**src/hdl/assert_macros.svh**
```systemverilog
// ----------------------------------------------------------------------------
// Assertion macros
// Shared concurrent assertion wrappers. Define ASSERT_OFF to drop them.
// ----------------------------------------------------------------------------
`ifndef ASSERT_MACROS_SVH
`define ASSERT_MACROS_SVH

`ifndef ASSERT_OFF
// The property must hold at every rising clock edge outside reset.
`define ASSERT_CHECK(lbl, clk, rstn, prop) \
  lbl: assert property (@(posedge clk) disable iff (!rstn) (prop)) \
    else $error("assertion failed");
// The expression must never be true at a rising clock edge outside reset.
`define ASSERT_NEVER(lbl, clk, rstn, expr) \
  lbl: assert property (@(posedge clk) disable iff (!rstn) !(expr)) \
    else $error("forbidden condition seen");
`else
`define ASSERT_CHECK(lbl, clk, rstn, prop)
`define ASSERT_NEVER(lbl, clk, rstn, expr)
`endif

`endif

```
**src/hdl/ltc_pkg.sv**
```systemverilog
// ----------------------------------------------------------------------------
// ltc_pkg
// Types and constants of the reader token classifier.
// ----------------------------------------------------------------------------
package ltc_pkg;

  localparam int unsigned CharWidthDef = 21;
  localparam int unsigned RadixWidth   = 6;
  localparam int unsigned ApbAddrWidth = 3;
  localparam int unsigned ApbDataWidth = 32;

  localparam logic [RadixWidth-1:0] RadixReset = 6'd10;

  // Register byte addresses, upper bits only (word aligned).
  localparam logic RegRadix = 1'b0;

  // Seven-bit character codes.
  localparam logic [6:0] ChZero         = 7'h30;
  localparam logic [6:0] ChNine         = 7'h39;
  localparam logic [6:0] ChLowA         = 7'h61;
  localparam logic [6:0] ChLowZ         = 7'h7A;
  localparam logic [6:0] ChUpA          = 7'h41;
  localparam logic [6:0] ChUpZ          = 7'h5A;
  localparam logic [6:0] ChPlus         = 7'h2B;
  localparam logic [6:0] ChMinus        = 7'h2D;
  localparam logic [6:0] ChDot          = 7'h2E;
  localparam logic [6:0] ChSlash        = 7'h2F;
  localparam logic [6:0] ChCaret        = 7'h5E;
  localparam logic [6:0] ChUnder        = 7'h5F;
  localparam logic [6:0] ChColon        = 7'h3A;
  localparam logic [6:0] ChFirstGraphic = 7'h21;
  localparam logic [6:0] ChLastGraphic  = 7'h7E;
  localparam logic [6:0] ChCaseBit      = 7'h20;
  localparam logic [6:0] ChLowD         = 7'h64;
  localparam logic [6:0] ChLowE         = 7'h65;
  localparam logic [6:0] ChLowF         = 7'h66;
  localparam logic [6:0] ChLowL         = 7'h6C;
  localparam logic [6:0] ChLowS         = 7'h73;
  // Offsets that turn a letter code into its digit value (10 and up).
  localparam logic [6:0] LowLetterBias  = 7'h57;
  localparam logic [6:0] UpLetterBias   = 7'h37;

  typedef enum logic [2:0] {
    KIND_INT   = 3'd0,
    KIND_DEC   = 3'd1,
    KIND_RATIO = 3'd2,
    KIND_FLOAT = 3'd3,
    KIND_DOT   = 3'd4,
    KIND_SYM   = 3'd5,
    KIND_POT   = 3'd6,
    KIND_ERR   = 3'd7
  } kind_e;

  typedef enum logic [4:0] {
    POS_FIRST   = 5'd0,
    POS_DOT1    = 5'd1,
    POS_DOT2    = 5'd2,
    POS_DIGIT1  = 5'd3,
    POS_DIGIT2  = 5'd4,
    POS_DIGIT3  = 5'd5,
    POS_RATIO1  = 5'd6,
    POS_RATIO2  = 5'd7,
    POS_FLOAT1  = 5'd8,
    POS_FLOAT3  = 5'd9,
    POS_FLOAT4  = 5'd10,
    POS_FLOAT5  = 5'd11,
    POS_FLOAT6  = 5'd12,
    POS_EXP1    = 5'd13,
    POS_EXP2    = 5'd14,
    POS_EXP3    = 5'd15,
    POS_POT     = 5'd16,
    POS_POTSIGN = 5'd17,
    POS_POTMARK = 5'd18
  } pos_e;

  // One automaton move: either a verdict or the next position.
  typedef struct packed {
    logic  done;
    kind_e kind;
    pos_e  pos;
  } step_t;

endpackage

```
**src/hdl/ltc_if.sv**
```systemverilog
// ----------------------------------------------------------------------------
// ltc_if
// Valid/ready channels of the token classifier: characters in, kinds out.
// ----------------------------------------------------------------------------
interface ltc_char_if #(
  parameter int unsigned CHAR_WIDTH = ltc_pkg::CharWidthDef
);
  logic                  valid;
  logic                  ready;
  logic [CHAR_WIDTH-1:0] char_code;

  modport source (output valid, output char_code, input ready);
  modport sink   (input valid, input char_code, output ready);
endinterface

interface ltc_kind_if;
  logic              valid;
  logic              ready;
  ltc_pkg::kind_e    token_kind;

  modport source (output valid, output token_kind, input ready);
  modport sink   (input valid, input token_kind, output ready);
endinterface

```
**src/hdl/lisp_token_classifier.sv**
```systemverilog
// ----------------------------------------------------------------------------
// lisp_token_classifier
// Classifies a reader token, fed one character per transfer, as integer,
// decimal, ratio, float, dot, symbol, potential number or error.
// ----------------------------------------------------------------------------
//
//   Channel   Dir   Payload              Transfer when
//   char_i    in    char_code            valid && ready
//   kind_o    out   token_kind           valid && ready
//   APB       in    read_radix (addr 0)  psel && penable && pwrite && pready
//
// Each character passes first through the input register and then through the
// automaton into the result register. One character is taken per cycle; a
// terminator only stalls while an earlier kind still waits in the result
// register and the sink holds ready low, since the result register is a single
// stage. Non-terminator characters never wait on the output side.
// Reset clears the automaton, the held verdict and both valid flags, and sets
// the radix to ten.
// ----------------------------------------------------------------------------
`include "assert_macros.svh"

module lisp_token_classifier #(
  parameter int unsigned CHAR_WIDTH = ltc_pkg::CharWidthDef
) (
  input  logic                              clk_i,
  input  logic                              rst_ni,
  input  logic                              psel,
  input  logic                              penable,
  input  logic                              pwrite,
  input  logic [ltc_pkg::ApbAddrWidth-1:0]  paddr,
  input  logic [ltc_pkg::ApbDataWidth-1:0]  pwdata,
  output logic [ltc_pkg::ApbDataWidth-1:0]  prdata,
  output logic                              pready,
  ltc_char_if.sink                          char_i,
  ltc_kind_if.source                        kind_o
);

  // --------------------------------------------------------------------------
  // Configuration register. The only register sits at byte address zero; any
  // address with bit two set lies beyond it and is ignored.
  // --------------------------------------------------------------------------
  logic [ltc_pkg::RadixWidth-1:0] radix_q;
  logic                           radix_sel;

  assign pready    = 1'b1;
  assign radix_sel = (paddr[2] == ltc_pkg::RegRadix);

  always_ff @(posedge clk_i or negedge rst_ni) begin
    if (!rst_ni) begin
      radix_q <= ltc_pkg::RadixReset;
    end else if (psel && penable && pwrite && pready && radix_sel) begin
      radix_q <= pwdata[ltc_pkg::RadixWidth-1:0];
    end
  end

  assign prdata = radix_sel
                ? {{(ltc_pkg::ApbDataWidth-ltc_pkg::RadixWidth){1'b0}}, radix_q}
                : '0;

  // --------------------------------------------------------------------------
  // Input register. A character moves on (fire) unless it is a terminator and
  // the result register is still full.
  // --------------------------------------------------------------------------
  logic [CHAR_WIDTH-1:0] char_q;
  logic                  char_vld_q;
  logic                  char_term;
  logic                  fire;
  logic                  out_vld_q;
  ltc_pkg::kind_e        out_kind_q;

  assign char_term   = (char_q == '0);
  assign fire        = char_vld_q && (!char_term || !out_vld_q || kind_o.ready);
  assign char_i.ready = !char_vld_q || fire;

  always_ff @(posedge clk_i or negedge rst_ni) begin
    if (!rst_ni) begin
      char_vld_q <= 1'b0;
    end else if (char_i.ready) begin
      char_vld_q <= char_i.valid;
    end
  end

  always_ff @(posedge clk_i) begin
    if (char_i.ready && char_i.valid) begin
      char_q <= char_i.char_code;
    end
  end

  // --------------------------------------------------------------------------
  // Character classes. Only seven-bit codes take part in the automaton; codes
  // of 0x80 and above fall out as symbol before the automaton is consulted.
  // --------------------------------------------------------------------------
  logic                            is_ascii;
  logic [6:0]                      ch;
  logic [6:0]                      ch_fold;
  logic                            is_dec;
  logic                            is_lower;
  logic                            is_upper;
  logic                            is_alpha;
  logic                            is_sign;
  logic                            is_dot;
  logic                            is_slash;
  logic                            is_expo;
  logic                            is_rdig;
  logic                            is_potc;
  logic                            in_set;
  logic [6:0]                      dval_wide;

  assign is_ascii = (char_q[CHAR_WIDTH-1:7] == '0);
  assign ch       = char_q[6:0];
  assign ch_fold  = ch | ltc_pkg::ChCaseBit;

  assign is_dec   = is_ascii && (ch >= ltc_pkg::ChZero) && (ch <= ltc_pkg::ChNine);
  assign is_lower = is_ascii && (ch >= ltc_pkg::ChLowA) && (ch <= ltc_pkg::ChLowZ);
  assign is_upper = is_ascii && (ch >= ltc_pkg::ChUpA) && (ch <= ltc_pkg::ChUpZ);
  assign is_alpha = is_lower || is_upper;
  assign is_sign  = is_ascii && ((ch == ltc_pkg::ChPlus) || (ch == ltc_pkg::ChMinus));
  assign is_dot   = is_ascii && (ch == ltc_pkg::ChDot);
  assign is_slash = is_ascii && (ch == ltc_pkg::ChSlash);
  assign is_expo  = is_alpha && ((ch_fold == ltc_pkg::ChLowD) || (ch_fold == ltc_pkg::ChLowE)
                              || (ch_fold == ltc_pkg::ChLowF) || (ch_fold == ltc_pkg::ChLowS)
                              || (ch_fold == ltc_pkg::ChLowL));

  // Digit value of a decimal digit or a letter, compared against the radix.
  always_comb begin
    if (is_lower) begin
      dval_wide = ch - ltc_pkg::LowLetterBias;
    end else if (is_upper) begin
      dval_wide = ch - ltc_pkg::UpLetterBias;
    end else begin
      dval_wide = ch - ltc_pkg::ChZero;
    end
  end

  assign is_rdig = (is_dec || is_alpha)
                && (dval_wide[ltc_pkg::RadixWidth-1:0] < radix_q);
  assign is_potc = is_rdig || is_sign || is_dot || is_slash || is_expo
                || (is_ascii && ((ch == ltc_pkg::ChCaret) || (ch == ltc_pkg::ChUnder)));
  assign in_set  = is_ascii && (ch >= ltc_pkg::ChFirstGraphic)
                && (ch <= ltc_pkg::ChLastGraphic) && (ch != ltc_pkg::ChColon);

  // --------------------------------------------------------------------------
  // Token state.
  // --------------------------------------------------------------------------
  ltc_pkg::pos_e  pos_q;
  logic           first_q;
  logic           saw_q;
  logic           dall_q;
  logic           held_q;
  ltc_pkg::kind_e hkind_q;

  logic           in_first;
  logic           first_n;
  ltc_pkg::kind_e kind_pot_sym;
  ltc_pkg::kind_e kind_float;
  ltc_pkg::step_t as_sym;
  ltc_pkg::step_t as_sign;
  ltc_pkg::step_t as_mark;
  ltc_pkg::step_t step;
  ltc_pkg::kind_e result_kind;

  assign in_first = (pos_q == ltc_pkg::POS_FIRST);
  // On the first character the "may begin a number" flag is decided now and
  // is already in force for the fallback moves below.
  assign first_n  = in_first
                  ? (is_rdig || is_sign || is_dot
                     || (is_ascii && ((ch == ltc_pkg::ChCaret) || (ch == ltc_pkg::ChUnder))))
                  : first_q;

  assign kind_pot_sym = saw_q ? ltc_pkg::KIND_POT : ltc_pkg::KIND_SYM;
  assign kind_float   = dall_q ? ltc_pkg::KIND_FLOAT : kind_pot_sym;

  // Fallback moves once a character breaks the number grammar: the token may
  // still be a potential number, otherwise it is a symbol.
  always_comb begin
    as_sym  = '{done: 1'b1, kind: ltc_pkg::KIND_SYM, pos: ltc_pkg::POS_FIRST};
    as_sign = as_sym;
    as_mark = as_sym;

    if (first_n) begin
      if (char_term) begin
        as_sym.kind = kind_pot_sym;
      end else if (is_sign) begin
        as_sym = '{done: 1'b0, kind: ltc_pkg::KIND_SYM, pos: ltc_pkg::POS_POTSIGN};
      end else if (is_rdig) begin
        as_sym = '{done: 1'b0, kind: ltc_pkg::KIND_SYM, pos: ltc_pkg::POS_POT};
      end else if (is_alpha) begin
        as_sym = '{done: 1'b0, kind: ltc_pkg::KIND_SYM, pos: ltc_pkg::POS_POTMARK};
      end else if (is_potc) begin
        as_sym = '{done: 1'b0, kind: ltc_pkg::KIND_SYM, pos: ltc_pkg::POS_POT};
      end

      // After a sign the end of the token is a symbol outright.
      if (!char_term) begin
        as_sign = as_sym;
      end

      // After an exponent marker a second letter that is not a radix digit ends the chance of a number.
      if (char_term) begin
        as_mark.kind = kind_pot_sym;
      end else if (is_rdig) begin
        as_mark = '{done: 1'b0, kind: ltc_pkg::KIND_SYM, pos: ltc_pkg::POS_POT};
      end else if (is_alpha) begin
        as_mark = '{done: 1'b1, kind: ltc_pkg::KIND_SYM, pos: ltc_pkg::POS_FIRST};
      end else if (is_sign) begin
        as_mark = '{done: 1'b0, kind: ltc_pkg::KIND_SYM, pos: ltc_pkg::POS_POTSIGN};
      end else if (is_potc) begin
        as_mark = '{done: 1'b0, kind: ltc_pkg::KIND_SYM, pos: ltc_pkg::POS_POT};
      end
    end
  end

  // Main automaton move for the character in the input register.
  always_comb begin
    ltc_pkg::step_t go;
    ltc_pkg::step_t verdict;

    go      = '{done: 1'b0, kind: ltc_pkg::KIND_INT, pos: ltc_pkg::POS_FIRST};
    verdict = '{done: 1'b1, kind: ltc_pkg::KIND_INT, pos: ltc_pkg::POS_FIRST};
    step    = as_sym;

    if (!char_term && !in_set) begin
      // Control characters, space and the colon are errors; wide codes are symbols.
      verdict.kind = is_ascii ? ltc_pkg::KIND_ERR : ltc_pkg::KIND_SYM;
      step         = verdict;
    end else begin
      unique case (pos_q)
        ltc_pkg::POS_DOT1: begin
          if (char_term) begin
            verdict.kind = ltc_pkg::KIND_DOT; step = verdict;
          end else if (is_dec) begin
            go.pos = ltc_pkg::POS_FLOAT6; step = go;
          end else if (is_dot) begin
            go.pos = ltc_pkg::POS_DOT2; step = go;
          end
        end
        ltc_pkg::POS_DOT2: begin
          if (is_dot) begin
            go.pos = ltc_pkg::POS_DOT2; step = go;
          end else if (char_term) begin
            verdict.kind = ltc_pkg::KIND_ERR; step = verdict;
          end
        end
        ltc_pkg::POS_DIGIT1: begin
          if (is_rdig) begin
            go.pos = ltc_pkg::POS_DIGIT2; step = go;
          end else if (is_dec) begin
            go.pos = ltc_pkg::POS_FLOAT1; step = go;
          end else if (is_dot) begin
            go.pos = ltc_pkg::POS_FLOAT5; step = go;
          end else begin
            step = as_sign;
          end
        end
        ltc_pkg::POS_DIGIT2: begin
          if (char_term) begin
            verdict.kind = ltc_pkg::KIND_INT; step = verdict;
          end else if (is_dot) begin
            go.pos = ltc_pkg::POS_DIGIT3; step = go;
          end else if (is_slash) begin
            go.pos = ltc_pkg::POS_RATIO1; step = go;
          end else if (is_rdig) begin
            go.pos = ltc_pkg::POS_DIGIT2; step = go;
          end else if (is_dec) begin
            go.pos = ltc_pkg::POS_FLOAT1; step = go;
          end else if (is_expo) begin
            go.pos = ltc_pkg::POS_EXP1; step = go;
          end
        end
        ltc_pkg::POS_DIGIT3: begin
          if (char_term) begin
            verdict.kind = ltc_pkg::KIND_DEC; step = verdict;
          end else if (is_dec) begin
            go.pos = ltc_pkg::POS_FLOAT4; step = go;
          end else if (is_expo) begin
            go.pos = ltc_pkg::POS_EXP3; step = go;
          end
        end
        ltc_pkg::POS_RATIO1: begin
          if (is_rdig) begin
            go.pos = ltc_pkg::POS_RATIO2; step = go;
          end
        end
        ltc_pkg::POS_RATIO2: begin
          if (char_term) begin
            verdict.kind = ltc_pkg::KIND_RATIO; step = verdict;
          end else if (is_rdig) begin
            go.pos = ltc_pkg::POS_RATIO2; step = go;
          end
        end
        ltc_pkg::POS_FLOAT1: begin
          if (is_dec) begin
            go.pos = ltc_pkg::POS_FLOAT1; step = go;
          end else if (is_expo) begin
            go.pos = ltc_pkg::POS_EXP1; step = go;
          end else if (is_dot) begin
            go.pos = ltc_pkg::POS_FLOAT3; step = go;
          end
        end
        ltc_pkg::POS_FLOAT3: begin
          if (is_expo) begin
            go.pos = ltc_pkg::POS_EXP1; step = go;
          end else if (is_dec) begin
            go.pos = ltc_pkg::POS_FLOAT4; step = go;
          end else if (char_term) begin
            verdict.kind = ltc_pkg::KIND_DEC; step = verdict;
          end
        end
        ltc_pkg::POS_FLOAT4: begin
          if (char_term) begin
            verdict.kind = kind_float; step = verdict;
          end else if (is_expo) begin
            go.pos = ltc_pkg::POS_EXP1; step = go;
          end else if (is_dec) begin
            go.pos = ltc_pkg::POS_FLOAT4; step = go;
          end
        end
        ltc_pkg::POS_FLOAT5: begin
          if (is_dec) begin
            go.pos = ltc_pkg::POS_FLOAT6; step = go;
          end
        end
        ltc_pkg::POS_FLOAT6: begin
          if (char_term) begin
            verdict.kind = kind_float; step = verdict;
          end else if (is_dec) begin
            go.pos = ltc_pkg::POS_FLOAT6; step = go;
          end else if (is_expo) begin
            go.pos = ltc_pkg::POS_EXP1; step = go;
          end
        end
        ltc_pkg::POS_EXP1: begin
          if (is_sign) begin
            go.pos = ltc_pkg::POS_EXP2; step = go;
          end else if (is_dec) begin
            go.pos = ltc_pkg::POS_EXP3; step = go;
          end else begin
            step = as_mark;
          end
        end
        ltc_pkg::POS_EXP2: begin
          if (is_dec) begin
            go.pos = ltc_pkg::POS_EXP3; step = go;
          end else begin
            step = as_sign;
          end
        end
        ltc_pkg::POS_EXP3: begin
          if (char_term) begin
            verdict.kind = kind_float; step = verdict;
          end else if (is_dec) begin
            go.pos = ltc_pkg::POS_EXP3; step = go;
          end
        end
        ltc_pkg::POS_POT: begin
          step = as_sym;
        end
        ltc_pkg::POS_POTSIGN: begin
          step = as_sign;
        end
        ltc_pkg::POS_POTMARK: begin
          step = as_mark;
        end
        default: begin
          // Start of a token. An empty token is an error.
          if (char_term) begin
            verdict.kind = ltc_pkg::KIND_ERR; step = verdict;
          end else if (is_sign) begin
            go.pos = ltc_pkg::POS_DIGIT1; step = go;
          end else if (is_rdig) begin
            go.pos = ltc_pkg::POS_DIGIT2; step = go;
          end else if (is_dec) begin
            go.pos = ltc_pkg::POS_FLOAT1; step = go;
          end else if (is_dot) begin
            go.pos = ltc_pkg::POS_DOT1; step = go;
          end
        end
      endcase
    end
  end

  assign result_kind = held_q ? hkind_q : step.kind;

  // A radix digit that is a letter spoils the decimal-only flag, but only
  // where the number grammar takes it as a digit.
  logic letter_digit;
  assign letter_digit = is_rdig && !is_dec
                     && (in_first || (pos_q == ltc_pkg::POS_DIGIT1)
                         || (pos_q == ltc_pkg::POS_DIGIT2));

  always_ff @(posedge clk_i or negedge rst_ni) begin
    if (!rst_ni) begin
      pos_q   <= ltc_pkg::POS_FIRST;
      first_q <= 1'b0;
      saw_q   <= 1'b0;
      dall_q  <= 1'b1;
      held_q  <= 1'b0;
      hkind_q <= ltc_pkg::KIND_INT;
    end else if (fire) begin
      if (char_term) begin
        pos_q   <= ltc_pkg::POS_FIRST;
        first_q <= 1'b0;
        saw_q   <= 1'b0;
        dall_q  <= 1'b1;
        held_q  <= 1'b0;
        hkind_q <= ltc_pkg::KIND_INT;
      end else if (!held_q) begin
        saw_q <= saw_q || is_rdig;
        if (in_first) begin
          first_q <= first_n;
        end
        if (letter_digit) begin
          dall_q <= 1'b0;
        end
        if (step.done) begin
          held_q  <= 1'b1;
          hkind_q <= step.kind;
        end else begin
          pos_q <= step.pos;
        end
      end
    end
  end

  // --------------------------------------------------------------------------
  // Result register. One kind per terminator.
  // --------------------------------------------------------------------------
  always_ff @(posedge clk_i or negedge rst_ni) begin
    if (!rst_ni) begin
      out_vld_q <= 1'b0;
    end else if (fire && char_term) begin
      out_vld_q <= 1'b1;
    end else if (kind_o.ready) begin
      out_vld_q <= 1'b0;
    end
  end

  always_ff @(posedge clk_i) begin
    if (fire && char_term) begin
      out_kind_q <= result_kind;
    end
  end

  assign kind_o.valid      = out_vld_q;
  assign kind_o.token_kind = out_kind_q;

  // --------------------------------------------------------------------------
  // Assertions.
  // --------------------------------------------------------------------------
  // A terminator always leaves a kind in the result register.
  `ASSERT_CHECK(a_term_gives_result, clk_i, rst_ni, fire && char_term |=> out_vld_q)
  // After a terminator the next token starts clean.
  `ASSERT_CHECK(a_term_restarts, clk_i, rst_ni, fire && char_term |=> !held_q && (pos_q == ltc_pkg::POS_FIRST) && dall_q && !saw_q)
  // The input side only stalls on a waiting terminator.
  `ASSERT_NEVER(a_stall_cause, clk_i, rst_ni, !char_i.ready && !(char_vld_q && char_term && out_vld_q))

endmodule
```
**src/flat_wrapper.sv**
```systemverilog
// flat-port wrapper written by rule: the top's interface ports become plain ports
module lisp_token_classifier_flat 
#(
  parameter int unsigned CHAR_WIDTH = ltc_pkg::CharWidthDef
)
  (clk_i, rst_ni, psel, penable, pwrite, paddr, pwdata, prdata, pready, char_i_valid, char_i_char_code, char_i_ready, kind_o_valid, kind_o_token_kind, kind_o_ready);
  ltc_char_if #(.CHAR_WIDTH(CHAR_WIDTH)) char_i_i ();
  ltc_kind_if kind_o_i ();
  input  logic clk_i;
  input  logic rst_ni;
  input  logic psel;
  input  logic penable;
  input  logic pwrite;
  input  logic [ltc_pkg::ApbAddrWidth-1:0] paddr;
  input  logic [ltc_pkg::ApbDataWidth-1:0] pwdata;
  output logic [ltc_pkg::ApbDataWidth-1:0] prdata;
  output logic pready;
  input wire logic [$bits(char_i_i.valid)-1:0] char_i_valid;
  input wire logic [$bits(char_i_i.char_code)-1:0] char_i_char_code;
  output wire logic [$bits(char_i_i.ready)-1:0] char_i_ready;
  output wire logic [$bits(kind_o_i.valid)-1:0] kind_o_valid;
  output wire logic [$bits(kind_o_i.token_kind)-1:0] kind_o_token_kind;
  input wire logic [$bits(kind_o_i.ready)-1:0] kind_o_ready;
  assign char_i_i.valid = char_i_valid;
  assign char_i_i.char_code = char_i_char_code;
  assign char_i_ready = char_i_i.ready;
  assign kind_o_valid = kind_o_i.valid;
  assign kind_o_token_kind = kind_o_i.token_kind;
  assign kind_o_i.ready = kind_o_ready;
  lisp_token_classifier #(.CHAR_WIDTH(CHAR_WIDTH)) u_core (.clk_i(clk_i), .rst_ni(rst_ni), .psel(psel), .penable(penable), .pwrite(pwrite), .paddr(paddr), .pwdata(pwdata), .prdata(prdata), .pready(pready), .char_i(char_i_i), .kind_o(kind_o_i));
endmodule
```
**config.mk**
```make
export PLATFORM = sky130hd
export DESIGN_NAME = lisp_token_classifier_flat
export DESIGN_NICKNAME = d
export VERILOG_FILES = /design/src/hdl/ltc_pkg.sv /design/src/hdl/ltc_if.sv /design/src/hdl/lisp_token_classifier.sv /design/src/flat_wrapper.sv
export VERILOG_INCLUDE_DIRS = /design/src /design/src/hdl
export SDC_FILE = /design/constraint.sdc
export NUM_CORES = 1
export LEC_CHECK = 0
export BUFFER_PORTS_ARGS = -buffer_cell sky130_fd_sc_hd__clkbuf_2
export CORE_UTILIZATION = 55
export DETAILED_ROUTE_END_ITERATION = 7
export PLACE_DENSITY = 0.93
export SLEW_MARGIN = 30
export SYNTH_ARGS = -nofsm -noshare
export SYNTH_HDL_FRONTEND = slang
export SYNTH_SLANG_ARGS = --single-unit
```
**constraint.sdc**
```tcl
create_clock -name clk_i -period 5.6 [get_ports clk_i]
set_clock_uncertainty 0.2 [all_clocks]
set_input_delay 0.84 -clock clk_i [delete_from_list [all_inputs] [get_ports clk_i]]
set_output_delay 0.84 -clock clk_i [all_outputs]
set_load 0.01 [all_outputs]
```
==> impl_metrics.env <==
export IMPL_min_delay_path_class="flop to flop"
export IMPL_reg2reg_slack_ns=0.45
export IMPL_post_cts_buffers=0
export IMPL_cellLeakagePower_nw=1.75
export IMPL_fp_dieArea_um2=7940
export IMPL_setup_tns_final_ns=0
export IMPL_rsz0062_at_grt="false"
export IMPL_route_detailed_drc=0
export IMPL_cp_end_kind="flop"
export IMPL_period_needed_ns=5.15
export IMPL_clk_pin_slew_ns=0.10
export IMPL_drv_cap=0
export IMPL_fillers=619
export IMPL_grt_total_usage_pct=31.5
export IMPL_clock_sinks=44
export IMPL_worst_setup_path_start_kind="flop"
export IMPL_yosysTopAreaCell="edfxtp_1"
export IMPL_setup_viol=0
export IMPL_arrival_ns=5.16
export IMPL_vdd_drop_max_v=0.000161
export IMPL_critPathRequiredTime_ns=5.61
export IMPL_ys_seq_elements=44
export IMPL_vias=4186
export IMPL_ctsResizeCount=0
export IMPL_slew_headroom_pct=40.2
export IMPL_r2r_start="u_core.char_q[0]"
export IMPL_ys_top_cells_by_area="edfxtp_1, dfrtp_1, buf_4"
export IMPL_grt_pass1_vias=3817
export IMPL_wl_met1_mm=4.68
export IMPL_status="finished clean"
export IMPL_fin_nets=595
export IMPL_rows=31
export IMPL_portBuffers=45
export IMPL_antenna_cells=0
export IMPL_syn_area_per_cell_um2=8.45
export IMPL_grt_pass1_wl_mm=18.9
export IMPL_cts_tree="done"
export IMPL_min_from="u_core.dall_q"
export IMPL_synth_seq_area_share_pct=29.4
export IMPL_dieHeight_um=89.1
export IMPL_drive_gt1_share_pct=19.0
export IMPL_via_per_inst=6.76
export IMPL_slew_violations=0
export IMPL_clk_latency_ns=0.31
export IMPL_maxClockFrequency_ghz=0.194
export IMPL_wl_met2_mm=5.82
export IMPL_ctsHoldBuffers=0
export IMPL_cts_buffer_depth=2
export IMPL_wl_mm=12.2
export IMPL_htreeDepth=2
export IMPL_startpoint="u_core.char_q[0]"
export IMPL_initial_core_util_pct=57.2
export IMPL_syn_inst=494
export IMPL_area_delta_synth_final_pct=5.76
export IMPL_numCtsBuffers=5
export IMPL_antenna_found_initial=0
export IMPL_core_um2=7290
export IMPL_route_met3_wl_mm=1.24
export IMPL_power_density_nw_per_um2=177
export IMPL_synth_top_area_share_pct=17.3
export IMPL_async_flop_share_pct=45.5
export IMPL_drtIter0Drc=409
export IMPL_synth_flop_cell="edfxtp_1"
export IMPL_synth_edf_count=24
export IMPL_die_w_um=89.1
export IMPL_ys_types=87
export IMPL_ioPinCount=101
export IMPL_cts_root_buf="clkbuf_8"
export IMPL_whs_ns=0.290
export IMPL_gp_congestion=1.00
export IMPL_avgRoutedWirePerCell_um=19.7
export IMPL_crit_type="flop to flop"
export IMPL_ant_nets=0
export IMPL_worstMarginPinSlew_ns=0.888
export IMPL_highest_layer="met4"
export IMPL_yosysWarnings=0
export IMPL_overflow=0
export IMPL_timing_hold_violations_final=0
export IMPL_grt_max_degree=25
export IMPL_first_pass_iters=5
export IMPL_dp_hpwl_mm=8.85
export IMPL_post_route_period_util_pct=91.9
export IMPL_path_max_fanout=15
export IMPL_synthesis_area_um2=4170
-- path summary, 6_finish.rpt --
kind                       depth (start not counted)           endpoint
min                                                2      u_core.dall_q
min reg2reg                                        2      u_core.dall_q
min in group asynchronous                          1    u_core.pos_q[0]
max                                               18    u_core.pos_q[0]
max reg2reg                                       18    u_core.pos_q[0]
max in group asynchronous                          1  u_core.radix_q[3]
-- sequential cells by signal (all words and copies together) (netlist names), 3 cells and up --
signal / flops
u_core.radix_q: 6
u_core.hkind_q: 3
u_core.kind_o.token_kind: 3
u_core.pos_q: 5
u_core.char_q: 21
-- worst max-delay path, stage by stage (launching register included) --
cell	delay, ns
edfxtp_1	0.52
inv_1	0.24
ha_1	0.25
inv_1	0.06
o32ai_1	0.53
a21boi_2	0.17
nor2_2	0.32
nand2_1	0.11
xnor2_1	0.14
ha_1	0.34
a21oi_1	0.14
nor2b_1	0.06
o21ai_0	0.30
o311ai_4	0.20
a21oi_4	0.40
a32oi_2	0.14
o31ai_4	0.35
a31oi_4	0.22
mux2_4	0.35
-- power by group --
part           total (mW)  switching [mW]  internal (mW)
logic               0.131          0.0767         0.0542
clock network       0.261           0.126          0.135
registers           0.391          0.0226          0.368
-- layout make-up --
| cell class | count | area (um2) | share of cell area, % |
|---|---|---|---|
| Multi-Input combinational cell | 399 | 2620 | 59.5 |
| Sequential cell | 44 | 1220 | 27.8 |
| Timing Repair Buffer | 48 | 248 | 5.61 |
| Tap cell | 99 | 124 | 2.81 |
| Inverter | 21 | 78.8 | 1.79 |
| Clock buffer | 5 | 68.8 | 1.56 |
| Clock inverter | 3 | 45.0 | 1.02 |
-- metrics by stage --
stage | cells | utilization [%] | cell area [um2] | power, mW | setup slack, ns
2_1_floorplan | 519 | - | 4270 | 0.495 | 1.42
3_3_place_gp | 611 | 59.0 | 4300 | 0.514 | 0.749
3_5_place_dp | 611 | 59.0 | 4300 | 0.525 | 0.555
4_1_cts | 619 | 60.5 | 4410 | 0.780 | 0.517
5_1_grt | 619 | 60.5 | 4410 | 0.812 | 0.159
6_report | 619 | 60.5 | 4410 | 0.782 | 0.454
-- cells in the final DEF, fill, tap and decap left out, types with 8 or more instances in the layout --
cell type / Yosys / final
nor3_1: 22 / 22
nand3_1: 16 / 16
a21oi_1: 33 / 33
clkbuf_2: 0 / 45
inv_1: 19 / 19
ha_1: 13 / 13
dfrtp_1: 17 / 17
conb_1: 2 / 27
nand2_1: 45 / 45
nor2_1: 43 / 43
edfxtp_1: 24 / 24
o31ai_1: 8 / 8
o21ai_0: 26 / 26
-- per-layer routing --
| layer | vias up | global-route usage, % |
|---|---|---|
| met5 | - | 0 |
| met3 | 52 | 5.82 |
| met2 | 340 | 53.0 |
| li1 | 1847 | - |
| met1 | 1947 | 38.9 |
| met4 | 0 | 15.3 |
-- cell families (layout without fill, tap and decap cells) --
family | Yosys count | count (layout) | share of synthesized area, %
compound gates | 149 | 149 | 27.4
xor+xnor | 6 | 6 | 1.26
fa+ha+maj | 13 | 13 | 3.90
buf+inv | 76 | 77 | 10.0
flops | 44 | 44 | 29.4
mux | 17 | 17 | 4.77
other cells | 2 | 27 | 0.180
simple gates | 187 | 187 | 23.1
-- cell usage after synthesis, types with 8 or more instances --
library cell,count
nor2_1,43
o31ai_1,8
dfrtp_1,17
ha_1,13
clkbuf_1,15
nand2_1,45
edfxtp_1,24
nor3_1,22
buf_4,29
inv_1,19
o21ai_0,26
a21oi_1,33
nand3_1,16
Power figures use the tool's default switching activity.
